**config.mk**
```make
export PLATFORM = sky130hd
export DESIGN_NAME = memory_card_two_wire_host_sequencer
export DESIGN_NICKNAME = d
export VERILOG_FILES = /design/src/sv/mcsq_pkg.sv /design/src/sv/mcsq_step.sv /design/src/sv/memory_card_two_wire_host_sequencer.sv
export SDC_FILE = /design/constraint.sdc
export NUM_CORES = 1
export LEC_CHECK = 0
export ABC_AREA = 1
export BUFFER_PORTS_ARGS = -buffer_cell sky130_fd_sc_hd__buf_2
export CORE_MARGIN = 4
export CORE_UTILIZATION = 59
export CTS_CLUSTER_SIZE = 10
export DETAILED_ROUTE_END_ITERATION = 10
export HOLD_SLACK_MARGIN = 0.1
export PLACE_DENSITY_LB_ADDON = 0.2
export REMOVE_ABC_BUFFERS = 1
export SETUP_SLACK_MARGIN = 0.4
export SLEW_MARGIN = 20
export SYNTH_ARGS = -nofsm -noshare
export SYNTH_HDL_FRONTEND = slang
export SYNTH_SLANG_ARGS = --single-unit
export TNS_END_PERCENT = 100
```
**constraint.sdc**
```tcl
create_clock -name clk_i -period 2.9 [get_ports clk_i]
set_input_delay 0.58 -clock clk_i [delete_from_list [all_inputs] [get_ports clk_i]]
set_output_delay 0.58 -clock clk_i [all_outputs]
set_load 0.1 [all_outputs]
```
**src/sv/mcsq_pkg.sv**
```systemverilog
// Shared types and constants for the two-wire memory card host sequencer.
// Used by mcsq_step and memory_card_two_wire_host_sequencer; no dependencies.
`timescale 1ns / 1ps

package mcsq_pkg;

  // Bytes read back after a card reset pulse
  localparam logic [2:0] ANSWER_BYTES = 3'd4;

  // Bits shifted out for opcode, address and data, and bits shifted in per read byte
  localparam logic [4:0] SEND_BITS = 5'd24;
  localparam logic [4:0] READ_BITS = 5'd8;

  // Configuration register reset values
  localparam logic [7:0] UPDATE_MAIN_RST       = 8'h38;
  localparam logic [7:0] UPDATE_PROTECTION_RST = 8'h3C;
  localparam logic [7:0] COMPARE_RST           = 8'h33;
  localparam logic [7:0] UPDATE_SECURITY_RST   = 8'h39;

  // Configuration register indexes
  typedef enum logic [1:0] {
    CFG_UPDATE_MAIN       = 2'd0,
    CFG_UPDATE_PROTECTION = 2'd1,
    CFG_COMPARE           = 2'd2,
    CFG_UPDATE_SECURITY   = 2'd3
  } cfg_index_e;

  // Request codes
  typedef enum logic [1:0] {
    REQ_TICK    = 2'd0,
    REQ_COMMAND = 2'd1,
    REQ_READ    = 2'd2,
    REQ_RESET   = 2'd3
  } req_type_e;

  // Pin steps of the sequencer
  typedef enum logic [4:0] {
    ST_IDLE       = 5'd0,
    ST_S_CLKHIGH  = 5'd1,
    ST_S_IOLOW    = 5'd2,
    ST_B_CLKLOW   = 5'd3,
    ST_B_SETIO    = 5'd4,
    ST_B_CLKHIGH  = 5'd5,
    ST_P_CLKLOW   = 5'd6,
    ST_P_IOLOW    = 5'd7,
    ST_P_CLKHIGH  = 5'd8,
    ST_P_IOHIGH   = 5'd9,
    ST_W_RELEASE  = 5'd10,
    ST_W_CHECK    = 5'd11,
    ST_W_LOW      = 5'd12,
    ST_R_START    = 5'd13,
    ST_R_LOW      = 5'd14,
    ST_R_HIGH     = 5'd15,
    ST_R_SAMPLE   = 5'd16,
    ST_A_START    = 5'd17,
    ST_A_RSTHIGH  = 5'd18,
    ST_A_CLKHIGH  = 5'd19,
    ST_A_CLKLOW   = 5'd20,
    ST_A_RSTLOW   = 5'd21
  } step_e;

  // Sequencer state carried from beat to beat
  typedef struct packed {
    step_e       step;
    logic [4:0]  bit_count;
    logic [23:0] send_shift;
    logic [7:0]  receive_shift;
    logic [2:0]  answer_left;
    logic        clock_out;
    logic        data_out;
    logic        data_drive;
    logic        reset_out;
    logic        wait_proc;
  } seq_state_t;

  // Opcodes that need a processing wait
  typedef struct packed {
    logic [7:0] update_main;
    logic [7:0] update_protection;
    logic [7:0] compare;
    logic [7:0] update_security;
  } opcode_cfg_t;

  // One result beat
  typedef struct packed {
    logic       clk_level;
    logic       io_level;
    logic       io_drive;
    logic       rst_level;
    logic       busy_res;
    logic [7:0] read_value;
    logic       read_valid;
    logic       request_ignored;
  } result_t;

endpackage

```
**src/sv/mcsq_step.sv**
```systemverilog
// Combinational pin step: applies one request tick to the sequencer state.
// Depends on mcsq_pkg for the step enum and state/result structs.
`timescale 1ns / 1ps

module mcsq_step import mcsq_pkg::*; (
  input  seq_state_t  state_i,
  input  opcode_cfg_t opcodes_i,
  input  logic [1:0]  req_type_i,
  input  logic [7:0]  command_code_i,
  input  logic [7:0]  address_i,
  input  logic [7:0]  data_byte_i,
  input  logic        io_sample_i,
  output seq_state_t  state_o,
  output result_t     result_o
);

  seq_state_t st_a;
  logic       ignored;
  logic [4:0] bit_inc;
  logic [7:0] recv_next;
  logic [2:0] ans_dec;
  step_e      step_d;

  // Take a new request while idle, drop it while busy
  always_comb begin
    st_a    = state_i;
    ignored = 1'b0;
    if (req_type_i != REQ_TICK) begin
      if (state_i.step != ST_IDLE) begin
        ignored = 1'b1;
      end else begin
        case (req_type_e'(req_type_i))
          REQ_COMMAND: begin
            st_a.send_shift = {data_byte_i, address_i, command_code_i};
            st_a.bit_count  = 5'd0;
            st_a.wait_proc  = (command_code_i == opcodes_i.update_main) ||
                              (command_code_i == opcodes_i.update_protection) ||
                              (command_code_i == opcodes_i.compare) ||
                              (command_code_i == opcodes_i.update_security);
            st_a.step       = ST_S_CLKHIGH;
          end
          REQ_READ: begin
            st_a.answer_left = 3'd0;
            st_a.step        = ST_R_START;
          end
          REQ_RESET: begin
            st_a.answer_left = 3'd0;
            st_a.step        = ST_A_START;
          end
          default: ;
        endcase
      end
    end
  end

  assign bit_inc   = 5'(st_a.bit_count + 5'd1);
  assign recv_next = {io_sample_i, st_a.receive_shift[7:1]};
  assign ans_dec   = (st_a.answer_left != 3'd0) ? 3'(st_a.answer_left - 3'd1) : 3'd0;

  // Next step
  always_comb begin
    case (st_a.step)
      ST_IDLE:      step_d = ST_IDLE;
      ST_S_CLKHIGH: step_d = ST_S_IOLOW;
      ST_S_IOLOW:   step_d = ST_B_CLKLOW;
      ST_B_CLKLOW:  step_d = ST_B_SETIO;
      ST_B_SETIO:   step_d = ST_B_CLKHIGH;
      ST_B_CLKHIGH: step_d = (bit_inc >= SEND_BITS) ? ST_P_CLKLOW : ST_B_CLKLOW;
      ST_P_CLKLOW:  step_d = ST_P_IOLOW;
      ST_P_IOLOW:   step_d = ST_P_CLKHIGH;
      ST_P_CLKHIGH: step_d = ST_P_IOHIGH;
      ST_P_IOHIGH:  step_d = st_a.wait_proc ? ST_W_RELEASE : ST_IDLE;
      ST_W_RELEASE: step_d = ST_W_CHECK;
      ST_W_CHECK:   step_d = io_sample_i ? ST_IDLE : ST_W_LOW;
      ST_W_LOW:     step_d = ST_W_CHECK;
      ST_R_START:   step_d = ST_R_LOW;
      ST_R_LOW:     step_d = ST_R_HIGH;
      ST_R_HIGH:    step_d = ST_R_SAMPLE;
      ST_R_SAMPLE: begin
        if (bit_inc >= READ_BITS) begin
          step_d = (ans_dec != 3'd0) ? ST_R_START : ST_IDLE;
        end else begin
          step_d = ST_R_HIGH;
        end
      end
      ST_A_START:   step_d = ST_A_RSTHIGH;
      ST_A_RSTHIGH: step_d = ST_A_CLKHIGH;
      ST_A_CLKHIGH: step_d = ST_A_CLKLOW;
      ST_A_CLKLOW:  step_d = ST_A_RSTLOW;
      ST_A_RSTLOW:  step_d = (ANSWER_BYTES != 3'd0) ? ST_R_START : ST_IDLE;
      default:      step_d = ST_IDLE;
    endcase
  end

  // Pin levels, shifters and the result beat
  always_comb begin
    state_o                  = st_a;
    state_o.step             = step_d;
    result_o                 = '0;
    result_o.request_ignored = ignored;
    case (st_a.step)
      ST_S_CLKHIGH: state_o.clock_out = 1'b1;
      ST_S_IOLOW: begin
        state_o.data_drive = 1'b1;
        state_o.data_out   = 1'b0;
        state_o.bit_count  = 5'd0;
      end
      ST_B_CLKLOW:  state_o.clock_out = 1'b0;
      ST_B_SETIO: begin
        state_o.data_out   = st_a.send_shift[0];
        state_o.send_shift = {1'b0, st_a.send_shift[23:1]};
      end
      ST_B_CLKHIGH: begin
        state_o.clock_out = 1'b1;
        state_o.bit_count = bit_inc;
      end
      ST_P_CLKLOW:  state_o.clock_out = 1'b0;
      ST_P_IOLOW:   state_o.data_out  = 1'b0;
      ST_P_CLKHIGH: state_o.clock_out = 1'b1;
      ST_P_IOHIGH:  state_o.data_out  = 1'b1;
      ST_W_RELEASE: begin
        state_o.data_drive = 1'b0;
        state_o.clock_out  = 1'b0;
      end
      ST_W_CHECK: begin
        if (io_sample_i) begin
          state_o.wait_proc = 1'b0;
        end else begin
          state_o.clock_out = 1'b1;
        end
      end
      ST_W_LOW:     state_o.clock_out = 1'b0;
      ST_R_START: begin
        state_o.data_drive    = 1'b0;
        state_o.clock_out     = 1'b1;
        state_o.bit_count     = 5'd0;
        state_o.receive_shift = 8'd0;
      end
      ST_R_LOW:     state_o.clock_out = 1'b0;
      ST_R_HIGH:    state_o.clock_out = 1'b1;
      ST_R_SAMPLE: begin
        state_o.receive_shift = recv_next;
        state_o.bit_count     = bit_inc;
        if (bit_inc >= READ_BITS) begin
          result_o.read_value = recv_next;
          result_o.read_valid = 1'b1;
          state_o.answer_left = ans_dec;
        end else begin
          state_o.clock_out = 1'b0;
        end
      end
      ST_A_START: begin
        state_o.data_drive = 1'b0;
        state_o.reset_out  = 1'b0;
        state_o.clock_out  = 1'b0;
      end
      ST_A_RSTHIGH: state_o.reset_out = 1'b1;
      ST_A_CLKHIGH: state_o.clock_out = 1'b1;
      ST_A_CLKLOW:  state_o.clock_out = 1'b0;
      ST_A_RSTLOW: begin
        state_o.reset_out   = 1'b0;
        state_o.answer_left = ANSWER_BYTES;
      end
      default: ;
    endcase
    result_o.clk_level = state_o.clock_out;
    result_o.io_level  = state_o.data_out;
    result_o.io_drive  = state_o.data_drive;
    result_o.rst_level = state_o.reset_out;
    result_o.busy_res  = (step_d != ST_IDLE);
  end

endmodule

```
**src/sv/memory_card_two_wire_host_sequencer.sv**
```systemverilog
// Top level: input register, sequencer state, opcode registers, result register.
// Depends on mcsq_pkg and mcsq_step.
// Path: input register, the single combinational pin step, result register.
// Throughput: one tick beat per cycle, less while out_stall_i holds the output.
// Reset (rst_ni low, asynchronous): sequencer idle, pins low, IO released,
//   opcode registers back to their defaults, both pipeline stages empty.
`timescale 1ns / 1ps

module memory_card_two_wire_host_sequencer import mcsq_pkg::*; (
  input  logic       clk_i,
  input  logic       rst_ni,
  // tick channel
  input  logic       in_valid_i,
  output logic       in_stall_o,
  input  logic [1:0] req_type_i,
  input  logic [7:0] command_code_i,
  input  logic [7:0] address_i,
  input  logic [7:0] data_byte_i,
  input  logic       io_sample_i,
  // result channel
  output logic       out_valid_o,
  input  logic       out_stall_i,
  output logic       clk_level_o,
  output logic       io_level_o,
  output logic       io_drive_o,
  output logic       rst_level_o,
  output logic       busy_res_o,
  output logic [7:0] read_value_o,
  output logic       read_valid_o,
  output logic       request_ignored_o,
  // configuration write channel
  input  logic       cfg_valid_i,
  output logic       cfg_ready_o,
  input  logic [1:0] cfg_index_i,
  input  logic [7:0] cfg_data_i
);

  logic        in_valid_q;
  logic [1:0]  req_type_q;
  logic [7:0]  command_code_q;
  logic [7:0]  address_q;
  logic [7:0]  data_byte_q;
  logic        io_sample_q;
  logic        out_valid_q;
  logic        out_free;
  logic        advance;
  seq_state_t  state_q;
  seq_state_t  state_d;
  opcode_cfg_t opcodes_q;
  result_t     result_d;
  result_t     result_q;

  assign out_free    = !out_valid_q || !out_stall_i;
  assign advance     = in_valid_q && out_free;
  assign in_stall_o  = in_valid_q && !out_free;
  assign cfg_ready_o = 1'b1;

  // Opcode registers
  always_ff @(posedge clk_i or negedge rst_ni) begin
    if (!rst_ni) begin
      opcodes_q.update_main       <= UPDATE_MAIN_RST;
      opcodes_q.update_protection <= UPDATE_PROTECTION_RST;
      opcodes_q.compare           <= COMPARE_RST;
      opcodes_q.update_security   <= UPDATE_SECURITY_RST;
    end else if (cfg_valid_i && cfg_ready_o) begin
      case (cfg_index_e'(cfg_index_i))
        CFG_UPDATE_MAIN:       opcodes_q.update_main       <= cfg_data_i;
        CFG_UPDATE_PROTECTION: opcodes_q.update_protection <= cfg_data_i;
        CFG_COMPARE:           opcodes_q.compare           <= cfg_data_i;
        CFG_UPDATE_SECURITY:   opcodes_q.update_security   <= cfg_data_i;
        default: ;
      endcase
    end
  end

  // Input stage: hold the beat while the result side is full
  always_ff @(posedge clk_i or negedge rst_ni) begin
    if (!rst_ni) begin
      in_valid_q <= 1'b0;
    end else if (!in_stall_o) begin
      in_valid_q <= in_valid_i;
    end
  end

  always_ff @(posedge clk_i) begin
    if (in_valid_i && !in_stall_o) begin
      req_type_q     <= req_type_i;
      command_code_q <= command_code_i;
      address_q      <= address_i;
      data_byte_q    <= data_byte_i;
      io_sample_q    <= io_sample_i;
    end
  end

  mcsq_step u_step (
    .state_i        (state_q),
    .opcodes_i      (opcodes_q),
    .req_type_i     (req_type_q),
    .command_code_i (command_code_q),
    .address_i      (address_q),
    .data_byte_i    (data_byte_q),
    .io_sample_i    (io_sample_q),
    .state_o        (state_d),
    .result_o       (result_d)
  );

  // Sequencer state: advance one pin step per beat
  always_ff @(posedge clk_i or negedge rst_ni) begin
    if (!rst_ni) begin
      state_q <= '{step: ST_IDLE, default: '0};
    end else if (advance) begin
      state_q <= state_d;
    end
  end

  // Result stage
  always_ff @(posedge clk_i or negedge rst_ni) begin
    if (!rst_ni) begin
      out_valid_q <= 1'b0;
    end else if (out_free) begin
      out_valid_q <= in_valid_q;
    end
  end

  always_ff @(posedge clk_i) begin
    if (advance) begin
      result_q <= result_d;
    end
  end

  assign out_valid_o       = out_valid_q;
  assign clk_level_o       = result_q.clk_level;
  assign io_level_o        = result_q.io_level;
  assign io_drive_o        = result_q.io_drive;
  assign rst_level_o       = result_q.rst_level;
  assign busy_res_o        = result_q.busy_res;
  assign read_value_o      = result_q.read_value;
  assign read_valid_o      = result_q.read_valid;
  assign request_ignored_o = result_q.request_ignored;

  // Read byte stays zero unless it completes on this beat
  a_read_value_zero: assert property (@(posedge clk_i) disable iff (!rst_ni)
    out_valid_o && !read_valid_o |-> read_value_o == 8'd0)
    else $error("read_value nonzero without read_valid");

  // A request is dropped only while a sequence runs
  a_ignore_busy: assert property (@(posedge clk_i) disable iff (!rst_ni)
    advance && state_q.step == ST_IDLE |-> !result_d.request_ignored)
    else $error("request dropped while idle");

  // Card reset line is high only inside the reset pulse
  a_rst_window: assert property (@(posedge clk_i) disable iff (!rst_ni)
    state_q.reset_out |-> state_q.step == ST_A_CLKHIGH ||
                          state_q.step == ST_A_CLKLOW ||
                          state_q.step == ST_A_RSTLOW)
    else $error("reset line high outside reset pulse");

  // Sequencer state moves only on an advancing beat
  a_state_hold: assert property (@(posedge clk_i) disable iff (!rst_ni)
    !advance |=> $stable(state_q))
    else $error("state changed without a beat");

endmodule
```
==> results of run 1 <==
[kinds of logic after synthesis]
kind of cell	after synthesis	share of synthesized area (%)
AOI/OAI and AO/OA	157	13.83
xor gates and xnor gates	9	1.243
adders and majority gates	3	0.5921
buffers and inverters	137	8.249
DFF	125	52.95
other	1	0.05915
and+or+nand+nor	356	23.07
[synth_stat cells (2+ instances only)]
cell	number	area share (%)
a21oi_1	12	0.95
a22oi_1	3	0.36
a31oi_1	3	0.30
buf_2	4	0.32
clkbuf_1	17	1.0
dfrtp_1	68	27
dfstp_2	15	6.2
edfxtp_1	42	20
ha_1	3	0.59
inv_1	109	6.5
inv_2	5	0.30
nand2_1	214	13
nand2_2	3	0.30
nand3_1	24	1.9
nand3b_1	2	0.24
nand4_1	6	0.59
nor2_1	92	5.4
nor2_2	4	0.39
nor2_4	4	0.71
nor3_1	5	0.39
o211ai_1	3	0.36
o21ai_0	99	7.8
o21ai_1	8	0.63
o21ai_2	2	0.28
o22ai_1	22	2.2
xnor2_1	4	0.55
xor2_1	5	0.69
[power by group through the flow]
stage,logic (mW),registers [mW],clock network [mW]
finish,2.98,2.59,1.95
global route,3.33,2.64,2.07
CTS,2.88,2.58,1.97
detailed placement,2.85,2.61,0
global placement,2.79,2.58,0
floorplan,1.89,2.90,0
[per-layer routing]
layer  up-vias  track usage, %  routed length (um)
met5         -               0                   0
li1       2693               -                   -
met3        29           5.217                 786
met4         0           9.570                 342
met1      2557           29.94                6231
met2       172           41.73                7194
[critical path: cells and delay by family, from the launching register on]
family                 cells  cell delay [ns]
and+or+nand+nor            7             0.96
DFF                        1             0.45
AOI/OAI and AO/OA          2             0.32
buffers and inverters      3             0.45
[state kept, by name, indices dropped and copies added, names as in the netlist]
register           cells
address_q              8
data_byte_q            8
opcodes_q             32
rst_level_o            1
request_ignored_o      1
in_valid_q             1
out_valid_o            1
clk_level_o            1
io_sample_q            1
busy_res_o             1
io_drive_o             1
io_level_o             1
read_valid_o           1
command_code_q         8
state_q               49
req_type_q             2
read_value_o           8
[layout make-up]
cell class                      count  area [um2]  share of cell area, %
Tap cell                          136       170.2                  2.299
Sequential cell                   125        3359                  45.39
Timing Repair Buffer               74       415.4                  5.612
Clock buffer                       19       431.7                  5.832
Clock inverter                     13       118.9                  1.606
Multi-Input combinational cell    526        2472                  33.40
Inverter                          115       434.2                  5.865
[cell usage in the layout, fill, tap and decap left out, types with 8 or more instances in the layout]
cell type  instances
dfstp_2           15
nand2_1          214
edfxtp_1          42
clkbuf_16         16
nor2_1            91
o21ai_0           99
buf_2             57
o22ai_1           22
o21ai_1            8
a21oi_1           12
dfrtp_1           66
buf_4             16
nand3_1           23
inv_1            107
[how the worst max path moves through the flow]
stage                       start      endpoint  cells past startpoint  slack, ns
finish                state_q[46]    state_q[6]                     12       0.59
global route        req_type_q[0]    busy_res_o                     15       0.38
CTS                   state_q[48]    busy_res_o                     15       0.48
detailed placement    state_q[48]    busy_res_o                     15       0.49
global placement      state_q[48]    busy_res_o                     13       0.62
floorplan             out_valid_o  address_q[0]                      5      -0.50
[timing repair]
action / CTS / global route
gates resized for setup: 0 / 8
hold endpoints to repair: 33 / 0
hold buffers: 1 / 0
endpoints found under the setup margin: 0 / 17
setup buffers: 0 / 4
==> summary.txt, run 1 <==
Setup path
  – Worst r2r dst: state_q[6]
  – Crit-path max cell delay: about 0.45 ns
  – FF-to-FF path depth: 12
  – CP endpoint kind: flip-flop
  – CP most frequent cell: nand2_1
  – Critical path startpoint category: flip-flop
  – WS Path Type: flip-flop to flip-flop
  – Worst r2r src: state_q[46]
  – FF-to-FF setup slack: 0.59 ns
  – Slowest-stage cell, CP: dfrtp_2
  – CP max FO: 7
  – CP Cell Sequence: nor2_4 > nand3_4 > buf_4 > buf_4 > o21ai_4 > nand3_1 > nor2_1 > inv_1 > nand2_1 > o21ai_0 > nand2_1 > nand2_1
  – Req. time, crit path: 3.31 ns
  – Data arrival, critical path: ~2.7 ns

Min path
  – Hold Path Depth: 1
  – WHS Endpoint: command_code_q[6]
  – Hold Crit Start: command_code_i[6]
  – Worst hold path class: primary input to flip-flop

Place
  – DP Area: 6794 um2
  – Cells after DPL: a little under 1000
  – Detail Placement HPWL: 10100 um
  – # port buffers: 58
  – Final Wtd Congestion: 0.9154
  – Post-place setup slack: 0.4944 ns

GRT
  – Pin count of the biggest net entering global routing: 46
  – First-pass GRT wire length: ~24000 um
  – Grt ovf: 0
  – Initial antenna violation count: 0
  – GR Util All Layers: 24.27%
  – Vias in the first global route: approximately 5300

STA
  – Setup TNS Final: 0 ns
  – RSZ-0062 raised after global routing: true
  – Fin. max-slew vios: 0
  – Final hold violations: 0
  – WHS: 0.2269 ns
  – Tcrit/Tclk final: between 70% and 80%
  – Final Setup Violations: 0
  – Skew final: about 0.0054 ns
  – Fmax: approximately 0.43 GHz
  – Minimum clock period: 2.311 ns
  – Worst-Margin Slew: about 0.65 ns
  – Fin worst setup slack: between 0.5 and 0.6 ns
  – Rel. slew slack: 56.76%

Layout
  – Utilization after layout: just over 70%
  – Share of post-route cells with drive strength above 1: around 17%
  – Diodes inserted: 0
  – Nets: 904
  – Non-filler cells in the finished layout: roughly 1000
  – Final cell area excluding filler cells: 7402 um2
  – Area grow syn2layout: 16.76%
  – Fillcell total: ~790

Yosys
  – Prevailing post-synth register cell: dfrtp_1
  – Synth cell types: 37
  – Yosys reg bits: 125
  – Sequential-to-total area share from yosys stat: a little over half
  – Post-synth EDFFs: 42
  – Async set-or-reset flop fraction in the synthesized netlist: 66.40%
  – Syn Area/Cell: 8.045 um2
  – Syn. warnings: 0
  – Syn Std Cell Area: between 6000 and 7000 um2
  – Cells after Synth: about 800

Pwr
  – Max VDD drop: roughly 0.6 mV
  – Clock power frac: 25.9%
  – Logic gate share of total power: 39.6%
  – Sw Ratio: 41.41%
  – Total power: 7.519 mW
  – Seq pwr share: roughly a third
  – Pwr dens: between 1000 and 1500 nW/um2
  – Leak pwr: 3.571 nW
  – Internal power: 4.405 mW
  – P_sw: about 3.1 mW

Detailed routing
  – Final ANT Viol Nets: 0
  – Detailed Routing Iterations Pass 1: 4
  – Wirelength, routed: 14560 um
  – Via count: 5451
  – # DRC: 0
  – Iter 0 DRT Violations: slightly above 400
  – Drt wl/cell: approximately 14 um
  – Vias per inst: ~5.4

Clock tree
  – Clk_lat worst skew: 0.52 ns
  – TritonCTS Buffers: 17
  – CTS tree: built
  – Clk buf depth: 2
  – Sink Count: 125
  – CTS root buf: clkbuf_8
  – H-tree Lvls: 4
  – Worst-path clk slew: about 0.06 ns

Die
  – Die Width: 111.7 um
  – Die Span Y: 111.7 um
  – Core area: 10420 um2
  – Core Rows: 37
  – DIE AREA: roughly 12000 um2
  – Top Ports: 60
  – Initial Util: between 60% and 70%

Flow run
  – Max-cap viol count: 0

Run status
  – Outcome: completed
No activity file was read; power rests on OpenSTA's default activity.
==> run 2, diff against run 1 <==
==> constraint.sdc (replaced) <==
create_clock -name clk_i -period 2.25 [get_ports clk_i]
set_input_delay 0.45 -clock clk_i [delete_from_list [all_inputs] [get_ports clk_i]]
set_output_delay 0.45 -clock clk_i [all_outputs]
set_load 0.1 [all_outputs]
==> summary.txt, run 2 (synthesis gave the netlist of run 1 again) <==
Die
  – Core Rows: 37 (unchanged)
  – Die Width: 111.7 um (unchanged)
  – Initial Util: 60.86% (unchanged)
  – Top Ports: 60 (unchanged)
  – Die Span Y: 111.7 um (unchanged)
  – Core area: 10420 um2 (unchanged)
  – DIE AREA: 12470 um2 (unchanged)

Pwr
  – Total power: 10.76 mW (was 7.519 mW)
  – Pwr dens: 1310 nW/um2 (was 1016 nW/um2)
  – Max VDD drop: 1.027 mV (was 0.6091 mV)
  – Leak pwr: 3.913 nW (was 3.571 nW)

Setup path
  – Critical path startpoint category: flip-flop (unchanged)
  – FF-to-FF setup slack: 0.007 ns (was 0.59 ns)
  – CP endpoint kind: flip-flop (unchanged)
  – CP endpoint: busy_res_o (was state_q[6])
  – Worst r2r dst: busy_res_o (was state_q[6])
  – Worst r2r src: state_q[45] (was state_q[46])
  – FF-to-FF path depth: 11 (was 12)
  – Data arrival, critical path: 2.51 ns (was 2.72 ns)
  – Req. time, crit path: 2.52 ns (was 3.31 ns)
  – CP max FO: 4 (was 7)
  – Start point of the critical path: state_q[45] (was state_q[46])
  – WS Path Type: flip-flop to flip-flop (unchanged)

STA
  – Minimum clock period: 2.243 ns (was 2.311 ns)
  – Worst-Margin Slew: 0.5913 ns (was 0.6468 ns)
  – Tcrit/Tclk final: 99.69% (was 79.70%)
  – Skew final: 0.008579 ns (was 0.005354 ns)
  – Final Setup Violations: 0 (unchanged)
  – Fin. max-slew vios: 0 (unchanged)
  – Final hold violations: 0 (unchanged)
  – Fmax: 0.4458 GHz (was 0.4327 GHz)
  – Rel. slew slack: 60.47% (was 56.76%)
  – RSZ-0062 raised after global routing: true (unchanged)

Clock tree
  – CTS tree: built (unchanged)
  – Sink Count: 125 (unchanged)
  – H-tree Lvls: 4 (unchanged)
  – TritonCTS Buffers: 17 (unchanged)
  – CTS root buf: clkbuf_8 (unchanged)
  – Worst-path clk slew: 0.06 ns (about the same)
  – Clk buf depth: 2 (unchanged)
  – Clk_lat worst skew: 0.53 ns (was 0.52 ns)

Layout
  – Final cell area excluding filler cells: 8212 um2 (was 7402 um2)
  – Largest register FFs: 49 (unchanged)
  – Diodes inserted: 0 (unchanged)
  – Share of post-route cells with drive strength above 1: 24.30% (was 16.97%)
  – Nets: 962 (was 904)
  – Most common cell after layout, fill and taps aside: nand2_1 (unchanged)
  – Biggest register: state_q (unchanged)
  – Commonest non-fill, non-tap cells in the layout: nand2_1, inv_1, o21ai_0 (unchanged)
  – Fillcell total: 665 (was 792)
  – Regs by FF count: state_q (49), opcodes_q (32) (unchanged)
  – Area grow syn2layout: 29.52% (was 16.76%)
  – Non-filler cells in the finished layout: 1066 (was 1008)

GRT
  – First-pass GRT wire length: 27030 um (was 24420 um)
  – Grt ovf: 0 (unchanged)
  – Initial antenna violation count: 0 (unchanged)
  – Pin count of the biggest net entering global routing: 75 (was 46)
  – Vias in the first global route: 5694 (was 5320)
  – GR Util All Layers: 26.93% (was 24.27%)

Detailed routing
  – Final ANT Viol Nets: 0 (unchanged)
  – Highest Signal Layer: met4 (unchanged)
  – Drt wl/cell: 15.43 um (was 14.44 um)
  – Vias per inst: 5.455 (was 5.408)
  – Wirelength, routed: 16450 um (was 14560 um)
  – Detailed Routing Iterations Pass 1: 6 (was 4)
  – WL met3: 1110 um (was 786 um)
  – Met2 wire len: 8426 um (was 7194 um)
  – Iter 0 DRT Violations: 484 (was 413)
  – Via count: 5815 (was 5451)
  – # DRC: 0 (unchanged)
  – DRT met1 WL: 6492 um (was 6231 um)

Place
  – Cells after DPL: 984 (was 971)
  – # port buffers: 58 (unchanged)
  – Final Wtd Congestion: 0.9454 (was 0.9154)
  – DP Area: 6904 um2 (was 6794 um2)
  – Detail Placement HPWL: 10210 um (was 10100 um)

Run status
  – Outcome: completed (unchanged)

Min path
  – Worst hold path class: primary input to flip-flop (unchanged)
  – Hold Crit Start: req_type_i[1] (was command_code_i[6])

Flow run
  – Max-cap viol count: 0 (unchanged)
run 2: cell count changes in the layout (fill, tap and decap cells not counted), sizes merged:
cell and delta:
buf +32, dlygate4sd3 +25, clkbuf +5, clkinv -2
clkinvlp -2
run 2: final cells by class:
cell class	count	area, um2	share of cell area [%]
sequential	125	3357	40.88
multi-input combinational	526	2701	32.90
timing repair buffer	132	980.9	11.95
clock buffer	23	478.0	5.821
inverter	115	439.2	5.348
tap	136	170.2	2.072
clock inverter	9	85.08	1.036
run 2: timing repair:
action,4_1_cts,5_1_grt
gates resized for setup,38,47
gates cloned,0,1
hold buffers,26,0
pin swaps,15,20
endpoints found under the hold margin,55,0
endpoints found under the setup margin,64,64
setup buffers,15,8
run 2: metrics by stage:
step | hold slack (ns) | utilization (%) | TNS [ns] | setup slack (ns)
floorplan | 0.1544 | - | -67.16 | -1.145
global placement | 0.4392 | 66.28 | 0 | 0.08325
detailed placement | 0.4534 | 66.28 | 0 | 0.005171
CTS | 0.1106 | 76.58 | 0 | 0.1190
global route | 0.1048 | 78.83 | -0.2839 | -0.1332
finish | 0.1174 | 78.83 | 0 | 0.006970
run 2: per-layer routing:
metal  up-vias  GRT usage, %
met5         -             0
met4         0         9.976
met3        42         5.761
met2       226         47.56
met1      2739         32.36
li1       2808             -
run 2: critical path, stage by stage, from the launching register on:
cell and delay [ns]:
dfrtp_1 0.42, nor2_4 0.16, buf_6 0.13, nand4_1 0.20
buf_4 0.21, buf_4 0.13, nor2_2 0.10, nand3_2 0.11
nand3_2 0.10, nand3_2 0.11, nor3_2 0.20, nand3_1 0.11
run 2: power breakdown:
| part | switching [mW] | internal [mW] | leakage [nW] |
|---|---|---|---|
| clock | 0.980 | 1.59 | 0.271 |
| sequential | 0.306 | 3.02 | 1.41 |
| combinational | 3.17 | 1.70 | 2.23 |
| total | 4.46 | 6.30 | 3.91 |
run 2: worst min path at each step:
| stage | endpoint | slack, ns | cells past startpoint |
|---|---|---|---|
| 2_1_floorplan | in_valid_q | 0.15 | 0 |
| 3_3_place_gp | state_q[30] | 0.44 | 1 |
| 3_5_place_dp | state_q[31] | 0.45 | 1 |
| 4_1_cts | req_type_q[1] | 0.11 | 1 |
| 5_1_grt | req_type_q[0] | 0.10 | 1 |
| 6_report | req_type_q[1] | 0.12 | 1 |
